File: config.mk
export PLATFORM = sky130hd
export DESIGN_NAME = feed_motor_stall_reverse_stepper
export DESIGN_NICKNAME = d
export VERILOG_FILES = /design/src/rtl/fmsr_pkg.sv /design/src/rtl/feed_motor_stall_reverse_stepper.sv /design/src/rtl/fmsr_window_ram.sv /design/src/rtl/fmsr_front_stage.sv /design/src/rtl/fmsr_track_stage.sv
export SDC_FILE = /design/constraint.sdc
export NUM_CORES = 1
export LEC_CHECK = 0
export ABC_AREA = 1
export BUFFER_PORTS_ARGS = -buffer_cell sky130_fd_sc_hd__buf_2
export CELL_PAD_IN_SITES_DETAIL_PLACEMENT = 1
export CELL_PAD_IN_SITES_GLOBAL_PLACEMENT = 1
export CORE_MARGIN = 5
export CORE_UTILIZATION = 53
export CTS_BUF_LIST = sky130_fd_sc_hd__clkbuf_4
export DETAILED_ROUTE_END_ITERATION = 7
export PLACE_DENSITY = 0.95
export SYNTH_ARGS = -nofsm -noshare
export SYNTH_HDL_FRONTEND = slang
export SYNTH_SLANG_ARGS = --single-unit
File: constraint.sdc
create_clock -name clk -period 15.8 [get_ports clk]
set_clock_uncertainty 0.2 [all_clocks]
set_input_delay 1.58 -clock clk [delete_from_list [all_inputs] [get_ports clk]]
set_output_delay 1.58 -clock clk [all_outputs]
set_load 0.01 [all_outputs]
File: src/rtl/fmsr_pkg.sv
// shared types and constants of the feed motor stall reverse stepper
package fmsr_pkg;

    localparam int WINDOW = 10;
    localparam int PTR_W  = $clog2(WINDOW);
    localparam int CUR_W  = 16;
    localparam int POS_W  = 32;
    localparam int SUM_W  = CUR_W + $clog2(WINDOW);
    localparam int CMP_W  = SUM_W + CUR_W;
    localparam int CFG_W  = 15;
    localparam int THR_W  = 15;
    localparam int HOLD_W = 8;
    localparam int STEP_W = 10;
    localparam int BURST_W = 8;
    localparam int SHOT_W = BURST_W + 1;
    localparam int ADV_W  = SHOT_W + STEP_W;

    localparam logic [THR_W-1:0]  THR_RESET  = THR_W'(6000);
    localparam logic [HOLD_W-1:0] HOLD_RESET = HOLD_W'(25);
    localparam logic [STEP_W-1:0] STEP_RESET = STEP_W'(18);
    localparam logic [STEP_W-1:0] BACK_RESET = STEP_W'(9);

    typedef enum logic [1:0] {
        CFG_STALL_THRESHOLD,
        CFG_HOLD_TICKS,
        CFG_STEP_SIZE,
        CFG_BACK_OFF
    } cfg_index_t;

    typedef struct packed {
        logic signed [CUR_W-1:0] current_sample;
        logic signed [POS_W-1:0] motor_position;
        logic signed [POS_W-1:0] position_error;
        logic                    fire_level;
        logic [BURST_W-1:0]      burst_shots;
    } sample_t;

    typedef struct packed {
        logic signed [POS_W-1:0] target_position;
        logic                    target_written;
        logic                    reversing;
    } result_t;

    typedef struct packed {
        logic [THR_W-1:0]  stall_threshold;
        logic [HOLD_W-1:0] hold_ticks;
        logic [STEP_W-1:0] step_size;
        logic [STEP_W-1:0] back_off;
    } cfg_t;

    // front stage contents handed to the tracking stage
    typedef struct packed {
        logic                    valid;
        logic signed [CUR_W-1:0] current_sample;
        logic [POS_W-1:0]        motor_position;
        logic                    shot_ok;
        logic [ADV_W-1:0]        shot_adv;
    } front_t;

    typedef struct packed {
        logic              reverse;
        logic [HOLD_W-1:0] hold;
    } track_status_t;

endpackage

File: src/rtl/feed_motor_stall_reverse_stepper.sv
// top level of the feed motor stall reverse stepper
//
// one sample transfer per control tick on the sample channel (valid/stall),
// one result transfer per sample on the result channel (valid/stall)
// configuration writes go through cfg_valid/cfg_ready with cfg_index and
// cfg_data; cfg_ready is always high, write only while the block is idle
// a sample passes a register for the front stage and the window memory read,
// then a register for the tracking stage, before its result is offered
// throughput: one sample per cycle while the receiver does not stall; the
// window sum and set point update in a registered read-modify-write loop,
// and the window memory reads one entry and writes one entry in each cycle
// that samples move, at different addresses
// reset: window entries read as zero until written (one valid bit per entry),
// set point, window sum and reverse hold cleared, shot armed, registers back
// to their defaults; no clearing pass is needed
// receiver stall: the result register holds; the front stage then holds its
// sample and sample_stall rises until the result is taken, nothing is dropped
module feed_motor_stall_reverse_stepper (
    input  logic                 clk,
    input  logic                 rst_n,
    input  logic                 sample_valid,
    output logic                 sample_stall,
    input  fmsr_pkg::sample_t    sample,
    output logic                 result_valid,
    input  logic                 result_stall,
    output fmsr_pkg::result_t    result,
    input  logic                 cfg_valid,
    output logic                 cfg_ready,
    input  fmsr_pkg::cfg_index_t cfg_index,
    input  logic [fmsr_pkg::CFG_W-1:0] cfg_data
);

    fmsr_pkg::cfg_t          cfg_reg;
    fmsr_pkg::front_t        front;
    fmsr_pkg::track_status_t trk_status;

    logic signed [fmsr_pkg::CUR_W-1:0] old_sample;
    logic accept;
    logic advance;

    // config registers, always ready
    assign cfg_ready = 1'b1;

    always_ff @(posedge clk or negedge rst_n)
    begin
        if (!rst_n)
        begin
            cfg_reg.stall_threshold <= fmsr_pkg::THR_RESET;
            cfg_reg.hold_ticks      <= fmsr_pkg::HOLD_RESET;
            cfg_reg.step_size       <= fmsr_pkg::STEP_RESET;
            cfg_reg.back_off        <= fmsr_pkg::BACK_RESET;
        end
        else if (cfg_valid && cfg_ready)
        begin
            unique case (cfg_index)
                fmsr_pkg::CFG_STALL_THRESHOLD:
                    cfg_reg.stall_threshold <= cfg_data[fmsr_pkg::THR_W-1:0];
                fmsr_pkg::CFG_HOLD_TICKS:
                    cfg_reg.hold_ticks <= cfg_data[fmsr_pkg::HOLD_W-1:0];
                fmsr_pkg::CFG_STEP_SIZE:
                    cfg_reg.step_size <= cfg_data[fmsr_pkg::STEP_W-1:0];
                fmsr_pkg::CFG_BACK_OFF:
                    cfg_reg.back_off <= cfg_data[fmsr_pkg::STEP_W-1:0];
                default:
                    cfg_reg <= cfg_reg;
            endcase
        end
    end

    // front stage moves on when the result register is free or being drained
    assign advance      = front.valid && (!result_valid || !result_stall);
    assign sample_stall = front.valid && !advance;
    assign accept       = sample_valid && !sample_stall;

    // read oldest sample on transfer, overwrite it when the tick is processed
    fmsr_window_ram u_window (
        .clk     (clk),
        .rst_n   (rst_n),
        .rd_en   (accept),
        .rd_data (old_sample),
        .wr_en   (advance),
        .wr_data (front.current_sample)
    );

    fmsr_front_stage u_front (
        .clk       (clk),
        .rst_n     (rst_n),
        .accept    (accept),
        .advance   (advance),
        .sample    (sample),
        .step_size (cfg_reg.step_size),
        .front     (front)
    );

    fmsr_track_stage u_track (
        .clk          (clk),
        .rst_n        (rst_n),
        .advance      (advance),
        .front        (front),
        .old_sample   (old_sample),
        .cfg          (cfg_reg),
        .result_stall (result_stall),
        .result_valid (result_valid),
        .result       (result),
        .status       (trk_status)
    );

    // hold count is only nonzero during a reverse hold
    a_hold_idle: assert property (@(posedge clk) disable iff (!rst_n)
        !trk_status.reverse |-> trk_status.hold == '0)
        else $error("hold counter nonzero outside reverse");

    // input stall only while a tick is waiting in the front stage
    a_stall_cause: assert property (@(posedge clk) disable iff (!rst_n)
        sample_stall |-> front.valid && result_valid && result_stall)
        else $error("sample stall without a blocked front stage");

    // a processed tick always lands in the result register
    a_tick_result: assert property (@(posedge clk) disable iff (!rst_n)
        advance |=> result_valid)
        else $error("processed tick produced no result");

    // reported reverse flag matches the tracking state after each tick
    a_rev_match: assert property (@(posedge clk) disable iff (!rst_n)
        advance |=> result.reversing == trk_status.reverse)
        else $error("result reverse flag out of step with state");

endmodule

File: src/rtl/fmsr_window_ram.sv
// circular current window memory with per-entry valid bits and registered read
module fmsr_window_ram (
    input  logic                           clk,
    input  logic                           rst_n,
    input  logic                           rd_en,
    output logic signed [fmsr_pkg::CUR_W-1:0] rd_data,
    input  logic                           wr_en,
    input  logic signed [fmsr_pkg::CUR_W-1:0] wr_data
);

    logic signed [fmsr_pkg::CUR_W-1:0] mem [fmsr_pkg::WINDOW];
    logic [fmsr_pkg::WINDOW-1:0]       valid_reg;
    logic [fmsr_pkg::PTR_W-1:0]        rd_ptr_reg;
    logic [fmsr_pkg::PTR_W-1:0]        wr_ptr_reg;
    logic signed [fmsr_pkg::CUR_W-1:0] rd_word_reg;
    logic                              rd_hit_reg;

    always_ff @(posedge clk)
    begin
        if (wr_en)
        begin
            mem[wr_ptr_reg] <= wr_data;
        end
        if (rd_en)
        begin
            rd_word_reg <= mem[rd_ptr_reg];
        end
    end

    always_ff @(posedge clk or negedge rst_n)
    begin
        if (!rst_n)
        begin
            valid_reg  <= '0;
            rd_ptr_reg <= '0;
            wr_ptr_reg <= '0;
            rd_hit_reg <= 1'b0;
        end
        else
        begin
            if (wr_en)
            begin
                valid_reg[wr_ptr_reg] <= 1'b1;
                if (wr_ptr_reg == fmsr_pkg::PTR_W'(fmsr_pkg::WINDOW - 1))
                    wr_ptr_reg <= '0;
                else
                    wr_ptr_reg <= wr_ptr_reg + 1'b1;
            end
            if (rd_en)
            begin
                rd_hit_reg <= valid_reg[rd_ptr_reg];
                if (rd_ptr_reg == fmsr_pkg::PTR_W'(fmsr_pkg::WINDOW - 1))
                    rd_ptr_reg <= '0;
                else
                    rd_ptr_reg <= rd_ptr_reg + 1'b1;
            end
        end
    end

    // never written entries read as zero
    assign rd_data = rd_hit_reg ? rd_word_reg : '0;

endmodule

File: src/rtl/fmsr_front_stage.sv
// front stage: fire edge detection, shot advance and error gate
module fmsr_front_stage (
    input  logic                          clk,
    input  logic                          rst_n,
    input  logic                          accept,
    input  logic                          advance,
    input  fmsr_pkg::sample_t             sample,
    input  logic [fmsr_pkg::STEP_W-1:0]   step_size,
    output fmsr_pkg::front_t              front
);

    fmsr_pkg::front_t front_reg;
    logic             shot_armed_reg;

    logic [fmsr_pkg::SHOT_W-1:0] shots;
    logic [fmsr_pkg::POS_W-1:0]  err_mag;
    logic                        err_small;

    always_comb
    begin
        shots = fmsr_pkg::SHOT_W'(sample.burst_shots)
              + fmsr_pkg::SHOT_W'(sample.fire_level & shot_armed_reg);
        err_mag = sample.position_error[fmsr_pkg::POS_W-1]
                ? -sample.position_error : sample.position_error;
        err_small = err_mag < fmsr_pkg::POS_W'(step_size);
    end

    always_ff @(posedge clk or negedge rst_n)
    begin
        if (!rst_n)
        begin
            front_reg      <= '0;
            shot_armed_reg <= 1'b1;
        end
        else
        begin
            if (accept)
            begin
                front_reg.valid          <= 1'b1;
                front_reg.current_sample <= sample.current_sample;
                front_reg.motor_position <= sample.motor_position;
                front_reg.shot_ok        <= (shots != '0) && err_small;
                front_reg.shot_adv       <= fmsr_pkg::ADV_W'(shots)
                                          * fmsr_pkg::ADV_W'(step_size);
                shot_armed_reg           <= !sample.fire_level;
            end
            else if (advance)
            begin
                front_reg.valid <= 1'b0;
            end
        end
    end

    assign front = front_reg;

endmodule

File: src/rtl/fmsr_track_stage.sv
// tracking stage: window sum, stall test, reverse hold, set point and result register
module fmsr_track_stage (
    input  logic                              clk,
    input  logic                              rst_n,
    input  logic                              advance,
    input  fmsr_pkg::front_t                  front,
    input  logic signed [fmsr_pkg::CUR_W-1:0] old_sample,
    input  fmsr_pkg::cfg_t                    cfg,
    input  logic                              result_stall,
    output logic                              result_valid,
    output fmsr_pkg::result_t                 result,
    output fmsr_pkg::track_status_t           status
);

    logic signed [fmsr_pkg::SUM_W-1:0] sum_reg, sum_next;
    logic                              rev_reg, rev_next;
    logic [fmsr_pkg::HOLD_W-1:0]       hold_reg, hold_next;
    logic [fmsr_pkg::POS_W-1:0]        sp_reg, sp_next;
    logic                              written;
    logic                              valid_reg;
    fmsr_pkg::result_t                 result_reg;

    logic [fmsr_pkg::SUM_W-1:0] mag;
    logic [fmsr_pkg::CMP_W-1:0] limit;
    logic                       stall_hit;

    always_comb
    begin
        sum_next = sum_reg + fmsr_pkg::SUM_W'(front.current_sample)
                 - fmsr_pkg::SUM_W'(old_sample);
        mag = sum_next[fmsr_pkg::SUM_W-1] ? -sum_next : sum_next;
        limit = fmsr_pkg::CMP_W'(cfg.stall_threshold) * fmsr_pkg::CMP_W'(fmsr_pkg::WINDOW);
        stall_hit = fmsr_pkg::CMP_W'(mag) > limit;

        rev_next  = rev_reg;
        hold_next = hold_reg;
        sp_next   = sp_reg;
        written   = 1'b0;
        if (rev_reg)
        begin
            if (hold_reg < cfg.hold_ticks)
            begin
                hold_next = hold_reg + 1'b1;
            end
            else
            begin
                hold_next = '0;
                rev_next  = 1'b0;
                sp_next   = sp_reg + fmsr_pkg::POS_W'(cfg.back_off);
                written   = 1'b1;
            end
        end
        else if (stall_hit)
        begin
            sp_next   = front.motor_position - fmsr_pkg::POS_W'(cfg.back_off);
            rev_next  = 1'b1;
            hold_next = '0;
            written   = 1'b1;
        end
        // shots only once no reverse is running after the steps above
        if (front.shot_ok && !rev_next)
        begin
            sp_next = sp_next + fmsr_pkg::POS_W'(front.shot_adv);
            written = 1'b1;
        end
    end

    always_ff @(posedge clk or negedge rst_n)
    begin
        if (!rst_n)
        begin
            sum_reg   <= '0;
            rev_reg   <= 1'b0;
            hold_reg  <= '0;
            sp_reg    <= '0;
            valid_reg <= 1'b0;
        end
        else
        begin
            if (advance)
            begin
                sum_reg   <= sum_next;
                rev_reg   <= rev_next;
                hold_reg  <= hold_next;
                sp_reg    <= sp_next;
                valid_reg <= 1'b1;
            end
            else if (!result_stall)
            begin
                valid_reg <= 1'b0;
            end
        end
    end

    always_ff @(posedge clk)
    begin
        if (advance)
        begin
            result_reg.target_position <= sp_next;
            result_reg.target_written  <= written;
            result_reg.reversing       <= rev_next;
        end
    end

    assign result_valid   = valid_reg;
    assign result         = result_reg;
    assign status.reverse = rev_reg;
    assign status.hold    = hold_reg;

endmodule

### After elaboration in Yosys (flattened, before gate mapping)

Memory sizes are Yosys's and may differ from the RTL's. A register that Yosys moved wholly into a read port is not among the register bits.
Cells that the tools add are included.

* bits in writable memories: 160
* memories kept: 1
* word-level logic and storage cells: 99
* output and inout bits: 37
* register bits: 228
* input port bits: 111

Memory list
* u_window.mem: words 10, width 16, read ports 1, clocked after memory_dff 1, write ports 1, line fmsr_window_ram.sv:11 `logic signed [fmsr_pkg::CUR_W-1:0] mem [fmsr_pkg::WINDOW];`

* reduce and logical (&&, ||, !) cells: 22
* eq/ne operators: 6
* bitwise logic cells: 2
* mux-type cells: 27
* add/sub/neg operators: 11
* $mul: 2
* $lt $le $gt $ge: 6

Operators with widths (count)
* 32-bit two-way mux: 5
* 32-bit by 10-bit adder with 32-bit output: 1
* 32-bit by 19-bit adder with 32-bit output: 1
* 32-bit by 10-bit less-than comparator with 1-bit output: 1
* 32-bit negator: 1
* 32-bit by 10-bit subtractor with 32-bit output: 1
* 8-bit two-way mux: 3
* 20-bit by 16-bit adder with 20-bit output: 1
* 20-bit by 19-bit greater-than comparator with 1-bit output: 1
* 20-bit two-way mux: 1
* 20-bit negator: 1
* 20-bit by 16-bit subtractor with 20-bit output: 1
* 9-bit by 10-bit multiplier with 19-bit output: 1
* 15-bit by 3-bit multiplier with 18-bit output, second input constant: 1
* 16-bit two-way mux: 1
* 1-bit two-way mux: 13
* 4-bit by 5-bit less-than comparator with 1-bit output, second input constant: 2
* 10-bit OR: 1
* 2-bit AND reduction: 5
* 8-bit by 9-bit adder with 9-bit output: 1
* 9-bit nonzero test: 1
* 4-bit by 1-bit adder with 4-bit output, second input constant: 2
* 8-bit by 1-bit adder with 8-bit output, second input constant: 1
* 4-bit equality test, second input constant: 2
* other kinds (14): 27

### Logic depth before layout (Yosys ltp)

Gate-level depths: netlist of the first run.

* depth after elaboration: 10
* depth in mapped cells: 58
* mapped depth without buffers: 54

### Hierarchy

A second synthesis of the first run with hierarchy kept.

* cells, all modules: 3507
* area total of the unflattened synthesis: 27936.8 um^2

By module, submodules not included
* fmsr_track_stage: area each 11434.7 um^2, sequential area each 2572.5 um^2, times used 1, cells an instance 1723
* fmsr_window_ram: area each 7713.6 um^2, sequential area each 5760.5 um^2, times used 1, cells an instance 620
* fmsr_front_stage: area each 6932.9 um^2, sequential area each 1752.9 um^2, times used 1, cells an instance 964
* feed_motor_stall_reverse_stepper: area each 1855.5 um^2, sequential area each 1093.5 um^2, times used 1, cells an instance 200

### Least setup slack after synthesis of the first run

Ideal clock, no wire load.

* path type: flip-flop to flip-flop
* start point: register u_window.rd_hit_reg
* end point: register u_track.result_reg, in the netlist u_track.result[29] (data pin)
* buffers on the path: 4
* required time: 15.345 ns
* library setup time: 0.255 ns
* cell stages (with the launch flop): 51
* data arrival time: 7.021 ns
* clock period less this slack: 7.475 ns
* path slack: 8.325 ns
* path through: dfrtp_1 -> clkbuf_1 -> clkbuf_1 -> nand2_1 -> inv_1 -> fa_1 -> inv_1 -> fa_1 -> nand2_1 -> inv_1 -> nand2_1 -> nand2_2 -> nand2_1 -> nand3b_1 -> nand2_2 -> nand2_2 -> nor4_1 -> nand4_1 -> [... 15 more ...] -> buf_4 -> o22ai_1 -> a21oi_1 -> ha_1 -> a21oi_1 -> o21ai_0 -> nand2_1 -> o211ai_1 -> a21oi_1 -> o21ai_0 -> a21oi_1 -> o21ai_0 -> inv_1 -> nor2_1 -> nand3_1 -> nor2_1 -> nand2_1 -> and2_1

* cells in the longest elaborated chain, start to end: 10
* elaborated cells on any way between the ends: 13
* those cells by class: add/sub: 3; order compare: 1; mux: 7; reduce/logical: 2

RTL lines
* start, declared: line fmsr_window_ram.sv:16 `logic rd_hit_reg;`
* start signal, assigned: line fmsr_window_ram.sv:51 `rd_hit_reg <= valid_reg[rd_ptr_reg];`
* 16-bit two-way mux *: line fmsr_window_ram.sv:61 `assign rd_data = rd_hit_reg ? rd_word_reg : '0;`
* 20-bit by 16-bit subtractor with 20-bit output *: line fmsr_track_stage.sv:30 `- fmsr_pkg::SUM_W'(old_sample);`
* 20-bit negator: line fmsr_track_stage.sv:31 `mag = sum_next[fmsr_pkg::SUM_W-1] ? -sum_next : sum_next;`
* 20-bit two-way mux *: line fmsr_track_stage.sv:31
* 20-bit by 19-bit greater-than comparator with 1-bit output *: line fmsr_track_stage.sv:33 `stall_hit = fmsr_pkg::CMP_W'(mag) > limit;`
* branches (longest 4 deep; another with 32-bit by 19-bit adder with 32-bit output)
* 32-bit two-way mux *: line fmsr_track_stage.sv:61 `if (front.shot_ok && !rev_next)`
* net u_track.sp_next, one bit: line fmsr_track_stage.sv:18 `logic [fmsr_pkg::POS_W-1:0] sp_reg, sp_next;`
* end, declared: line fmsr_track_stage.sv:21 `fmsr_pkg::result_t result_reg;`

Mark *: on every way through the listed nets, which the timed path passes.
A chain may end at the register's enable or synchronous reset.

### Worst setup path in the final report of the first run

Same ends and word-level chain as after synthesis.

==> impl_metrics.tcl, run 1 <==
set metrics [dict create \
    vias_per_cell 5.98 \
    setup_viol 0 \
    grt.overflow.total 0 \
    gp_congestion 0.949 \
    drtIter0Drc 2179 \
    async_reset_ff_share_pct 48.0 \
    synth_edf_count 210 \
    core.rowCount 82 \
    cts_tree "built" \
    arrival_ns 10.11 \
    grt_pass1_wl_mm 150 \
    synth_fp_nets 3525 \
    syn_area_sq_mm 0.0266 \
    maxCapViolCount 0 \
    critPathRequiredTime_ns 16.28 \
    setup_tns_ns 0 \
    syn_inst 3170 \
    fin_crit_ns 9.63 \
    cts_sinks 404 \
    grt_pass1_vias 26919 \
    synth_top_area_share_pct 23.7 \
    cts-resized-gates 0 \
    hold_path_class "flip-flop to flip-flop" \
    path_buf_inv 6 \
    worstMarginPinSlew_ns 1.26 \
    fin_nets 3705 \
    dp_cells 3914 \
    hold_viol_final 0 \
    clockRootBuffer "clkbuf_4" \
    relSlewSlack_pct 16.1 \
    rsz0062_at_grt "false" \
    die-area_sq_mm 0.0547 \
    clockBufferDepth 3 \
    cp_max_fo 25 \
    critical_path.top_delay_family "simple AND/OR/NAND/NOR gates" \
    h-tree-depth 3 \
    syn2layout_area_growth_pct 10.5 \
    cts_buffers 106 \
    numPortBuffers 146 \
    drive_gt1_share_pct 12.4 \
    wl_per_cell_microns 23.6 \
    synthTopCellsByArea "edfxtp_1 (24%), dfrtp_1 (17%), nand2_1 (11%), ha_1 (7.7%), inv_1 (6.6%)" \
    drt_wl_total_mm 97.1 \
    synth.avg_cell_area_sq_um 8.38 \
    firstDrtPassIters 8 \
    hpwl_mm 68.4 \
    core_sq_mm 0.0499 \
    crit_top_cell "nand2_1" \
    start_util_pct 53.3 \
    clkTransAtPathRegs_ns 0.08 \
    clock_latency_ns 0.94 \
    io_pins 148 \
    die_y_microns 234 \
    ys_warn_count 0 \
    fp.dieW_microns 234 \
    fin_cells 4116 \
    status "completed" \
    synth_top_area_cell "edfxtp_1" \
    ys_ff_latch 404 \
    period_share_pct 60.9 \
    drtAntennaViolNets 0 \
    ys_seq_area_share_pct 42.1 \
    critPathKind "flip-flop to flip-flop" \
    drc_errors 0 \
    largest_register_ff_count 160 \
    slew_viol_final 0 \
    ctsHoldBuffers 0 \
    grt_antenna_before_repair 2 \
    cp_slowest_stage_delay_ns 0.85 \
    grt_use_total_pct 35.3 \
    post_cts.repair.setup_buffers 0 \
    fmax_ghz 0.104 \
    cp-end-kind "flip-flop" \
    grt_max_degree 78 \
    critPathLaunchType "flip-flop" \
    ys.flop_type "edfxtp_1" \
    vias 24626 \
    slowest_stage "dfrtp_1" \
    ys_types 57 \
]
==> synthesized netlist by cell type, types with 4 or more instances <==
master / instances
nand3_2: 8
nor4_1: 7
xor2_1: 93
a21oi_1: 123
a221oi_1: 27
nand2_4: 5
nand2_2: 14
clkinv_1: 4
o21ai_0: 284
ha_1: 164
a21o_1: 4
nand2_1: 745
dfrtp_1: 179
nand4_1: 45
o22ai_1: 9
xnor2_1: 37
dfstp_2: 15
nand3b_1: 11
buf_2: 5
nand3_1: 141
o31ai_1: 5
o21bai_1: 5
o211ai_1: 9
o21ai_1: 16
nor3_1: 37
inv_1: 467
edfxtp_1: 210
inv_2: 9
a31oi_1: 9
clkbuf_1: 79
or2_2: 13
o2111ai_1: 6
buf_4: 4
nor2_1: 253
mux2_2: 5
fa_1: 80
nor2_2: 7
a211oi_1: 6
==> logic make-up (layout without fill, tap and decap cells) <==
kind of cell,count (synthesis),after routing,share of synthesized area (%)
multiplexers,5,5,0.212
flip-flops,404,404,42.1
adder cells (fa/ha/maj),244,244,13.8
XOR/XNOR,131,131,4.35
AO/OA/AOI/OAI,515,515,10.7
buffers and inverters,572,844,8.19
other,1,3,0.0141
AND/OR/NAND/NOR,1298,1298,20.7
==> per-layer routing <==
layer  track usage (%)  routed length (microns)  up-vias
met3              6.82                     6850      447
met5                 0                        0        -
li1                  -                        -    10791
met4              21.7                     6690        0
met1              42.1                    36600    12175
met2              59.1                    46900     1213
==> metrics by stage <==
step                cell area [sq um]  setup slack [ns]  util (%)  hold WS, ns
detailed placement              27900              6.39      56.0        0.258
global route                    29400              5.47      58.9        0.303
finish                          29400              6.17      58.9        0.280
floorplan                       26600              8.32         -        0.224
global placement                27900              7.16      56.0        0.239
CTS                             29400              6.29      58.9        0.281
==> area by class of cell <==
class,instances,area (sq um)
fillers,6089,20500
multi-input cells,2194,13200
flip-flops and latches,404,11200
inverters,480,1800
clock buffers,160,1200
repair buffers,164,875
well taps,672,841
clock inverters,40,220
diodes,2,5.00
==> path summary, 6_finish.rpt <==
| check | start | endpoint | slack, ns | cells past startpoint |
|---|---|---|---|---|
| min in group asynchronous | rst_n | u_front.front[58] | 0.50 | 1 |
| max in group asynchronous | rst_n | u_track.hold_reg[0] | 12.77 | 3 |
| worst min register to register | u_window.valid_reg[2] | u_window.valid_reg[2] | 0.28 | 1 |
| worst max-delay path | u_window.rd_hit_reg | u_track.result[29] | 6.17 | 45 |
| worst max register to register | u_window.rd_hit_reg | u_track.result[29] | 6.17 | 45 |
| worst min-delay path | u_window.valid_reg[2] | u_window.valid_reg[2] | 0.28 | 1 |
==> cells in the final DEF, fill, tap and decap left out, types with 10 or more instances in the layout <==
cell and count:
nand2_1 744, clkinv_1 33, fa_1 80, nand3_1 141
nand4_1 45, nor2_2 10, nor2_1 248, edfxtp_1 210
a221oi_1 27, o21ai_1 16, dfstp_2 15, buf_4 18
xnor2_1 37, nor3_1 37, clkbuf_4 160, o21ai_0 284
ha_1 164, buf_2 145, nand3b_1 11, dfrtp_1 179
or2_2 13, nand2_2 15, a21oi_1 123, xor2_1 93
inv_1 466
Power of run 1 is left out: the tool's default activity adds up to more than one toggle a clock period on the data nets, which glitch-free logic cannot reach.
==> inputs of run 2 (changes only) <==
--- a/config.mk
+++ b/config.mk
@@ -10,10 +10,10 @@
 export CELL_PAD_IN_SITES_DETAIL_PLACEMENT = 1
 export CELL_PAD_IN_SITES_GLOBAL_PLACEMENT = 1
 export CORE_MARGIN = 5
-export CORE_UTILIZATION = 53
+export CORE_UTILIZATION = 44
 export CTS_BUF_LIST = sky130_fd_sc_hd__clkbuf_4
 export DETAILED_ROUTE_END_ITERATION = 7
-export PLACE_DENSITY = 0.95
+export PLACE_DENSITY = 0.89
 export SYNTH_ARGS = -nofsm -noshare
 export SYNTH_HDL_FRONTEND = slang
 export SYNTH_SLANG_ARGS = --single-unit
==> constraint.sdc (replaced) <==
create_clock -name clk -period 8.7 [get_ports clk]
set_clock_uncertainty 0.2 [all_clocks]
set_input_delay 0.87 -clock clk [delete_from_list [all_inputs] [get_ports clk]]
set_output_delay 0.87 -clock clk [all_outputs]
set_load 0.01 [all_outputs]
==> run 2 against run 1 <==
Compared with the run above: count of clock-buffer cells in the layout up 12; worst hold slack worse by 0.23 ns; die area up 20%; worst setup slack worse by 5.7 ns; cell count up 4.1%; critical path depth up 4; via count down 5.1%; critical endpoint is now u_track.sp_reg[20].
==> impl_metrics.tcl, run 2 (synthesized netlist as in run 1, its figures left out) <==
set metrics [dict create \
    rsz0062_at_grt "true" \
    worstMarginPinSlew_ns 1.22 \
    syn2layout_area_growth_pct 13.3 \
    setup_viol 0 \
    gp_congestion 0.929 \
    die-area_sq_mm 0.0654 \
    crit_path_start "u_window.rd_hit_reg" \
    grt_use_total_pct 26.1 \
    final_util_pct 50.1 \
    drc_errors 0 \
    clockBufferDepth 3 \
    hold_path_class "input pin to flip-flop" \
    core_sq_mm 0.0601 \
    largest_register_ff_count 160 \
    die_y_microns 256 \
    fmax_ghz 0.122 \
    hpwl_mm 63.5 \
    numPortBuffers 146 \
    grt.overflow.total 0 \
    slowest_stage "dfrtp_4" \
    clock_latency_ns 0.93 \
    cts_buffers 107 \
    clkTransAtPathRegs_ns 0.06 \
    cts_sinks 404 \
    grt_antenna_before_repair 6 \
    cp_slowest_stage_delay_ns 0.58 \
    r2r-start "u_window.rd_hit_reg" \
    hold_viol_final 0 \
    fp.dieW_microns 256 \
    drive_gt1_share_pct 13.4 \
    firstDrtPassIters 5 \
    path_buf_inv 8 \
    crit_top_cell "nand2_1" \
    io_pins 148 \
    mostFrequentLayoutCells "nand2_1 (743), inv_1 (464), o21ai_0 (280), nor2_1 (249), edfxtp_1 (210)" \
    fin_crit_ns 8.19 \
    grt_pass1_vias 25739 \
    cts_tree "built" \
    post-place-ws_ns 0.239 \
    critPathRequiredTime_ns 9.30 \
    fin_nets 3759 \
    cp_max_fo 17 \
    core.rowCount 90 \
    drt_wl_total_mm 86.4 \
    fin_ws_ns 0.512 \
    critPathKind "flip-flop to flip-flop" \
    critPathLaunchType "flip-flop" \
    maxCapViolCount 0 \
    wl_per_cell_microns 20.1 \
    holdCritStartpoint "sample[49]" \
    period_share_pct 94.1 \
    drtIter0Drc 1428 \
    critical_path.top_delay_family "simple AND/OR/NAND/NOR gates" \
    grt_pass1_wl_mm 138 \
    mostFrequentLayoutCell "nand2_1" \
    cp-end-kind "flip-flop" \
    clockRootBuffer "clkbuf_4" \
    arrival_ns 8.79 \
    post_dp_cell_area_sq_mm 0.0282 \
    dp_cells 4034 \
    vias 23366 \
    status "completed" \
    start_util_pct 44.2 \
    vias_per_cell 5.45 \
    drtAntennaViolNets 0 \
    grt_max_degree 81 \
    h-tree-depth 3 \
    fin_cells 4286 \
    final_area_sq_mm 0.0301 \
    relSlewSlack_pct 18.9 \
    slew_viol_final 0 \
]
[run 2: timing repair]
action / CTS / global route
hold buffers: 41 / 0
gates resized for setup: 0 / 25
setup buffers: 0 / 2
endpoints found under the setup margin: 0 / 34
endpoints found under the hold margin: 104 / 0
[run 2: worst register-to-register path, delay by kind of cell (launching register included)]
| kind | cells | cell delay, ns |
|---|---|---|
| AOI/OAI and AO/OA | 1 | 0.18 |
| and+or+nand+nor | 34 | 4.10 |
| buffers and inverters | 8 | 0.92 |
| xor gates and xnor gates | 2 | 0.54 |
| adders and majority gates | 4 | 1.57 |
| DFF | 1 | 0.58 |
[run 2: layout make-up]
class / instances / area [sq um]
antenna: 5 / 12.5
multi-input combinational: 2194 / 13300
fill: 7357 / 30000
clock inverter: 32 / 168
tap: 782 / 978
clock buffer: 172 / 1290
sequential: 404 / 11200
timing repair buffer: 217 / 1380
inverter: 480 / 1810
[run 2: final timing paths]
| path | to | slack (ns) | cells past startpoint |
|---|---|---|---|
| worst max-delay path | u_track.sp_reg[20] | 0.51 | 49 |
| worst min-delay path | u_front.front[28] | 0.05 | 3 |
| worst max register to register | u_track.sp_reg[20] | 0.51 | 49 |
| worst min register to register | u_window.valid_reg[6] | 0.27 | 1 |
| max in group asynchronous | u_window.rd_hit_reg | 6.46 | 3 |
| min in group asynchronous | u_front.front[64] | 0.29 | 2 |
[run 2: layer usage]
metal  track usage [%]  vias to the layer above  part of all wire [%]
met3              4.18                      209                   4.9
met2              47.8                      661                    52
met5                 0                        -                     0
li1                  -                    10918                     -
met4              10.2                        0                   3.8
met1              30.6                    11578                    40
[run 2: through the flow]
step | hold slack [ns] | TNS (ns)
after floorplan | 0.224 | 0
after global placement | 0.239 | 0
after detailed placement | 0.258 | 0
after CTS | 0.00281 | 0
after global routing | 0.0264 | -0.0427
final | 0.0508 | 0
Power of run 2 is left out for the same reason.
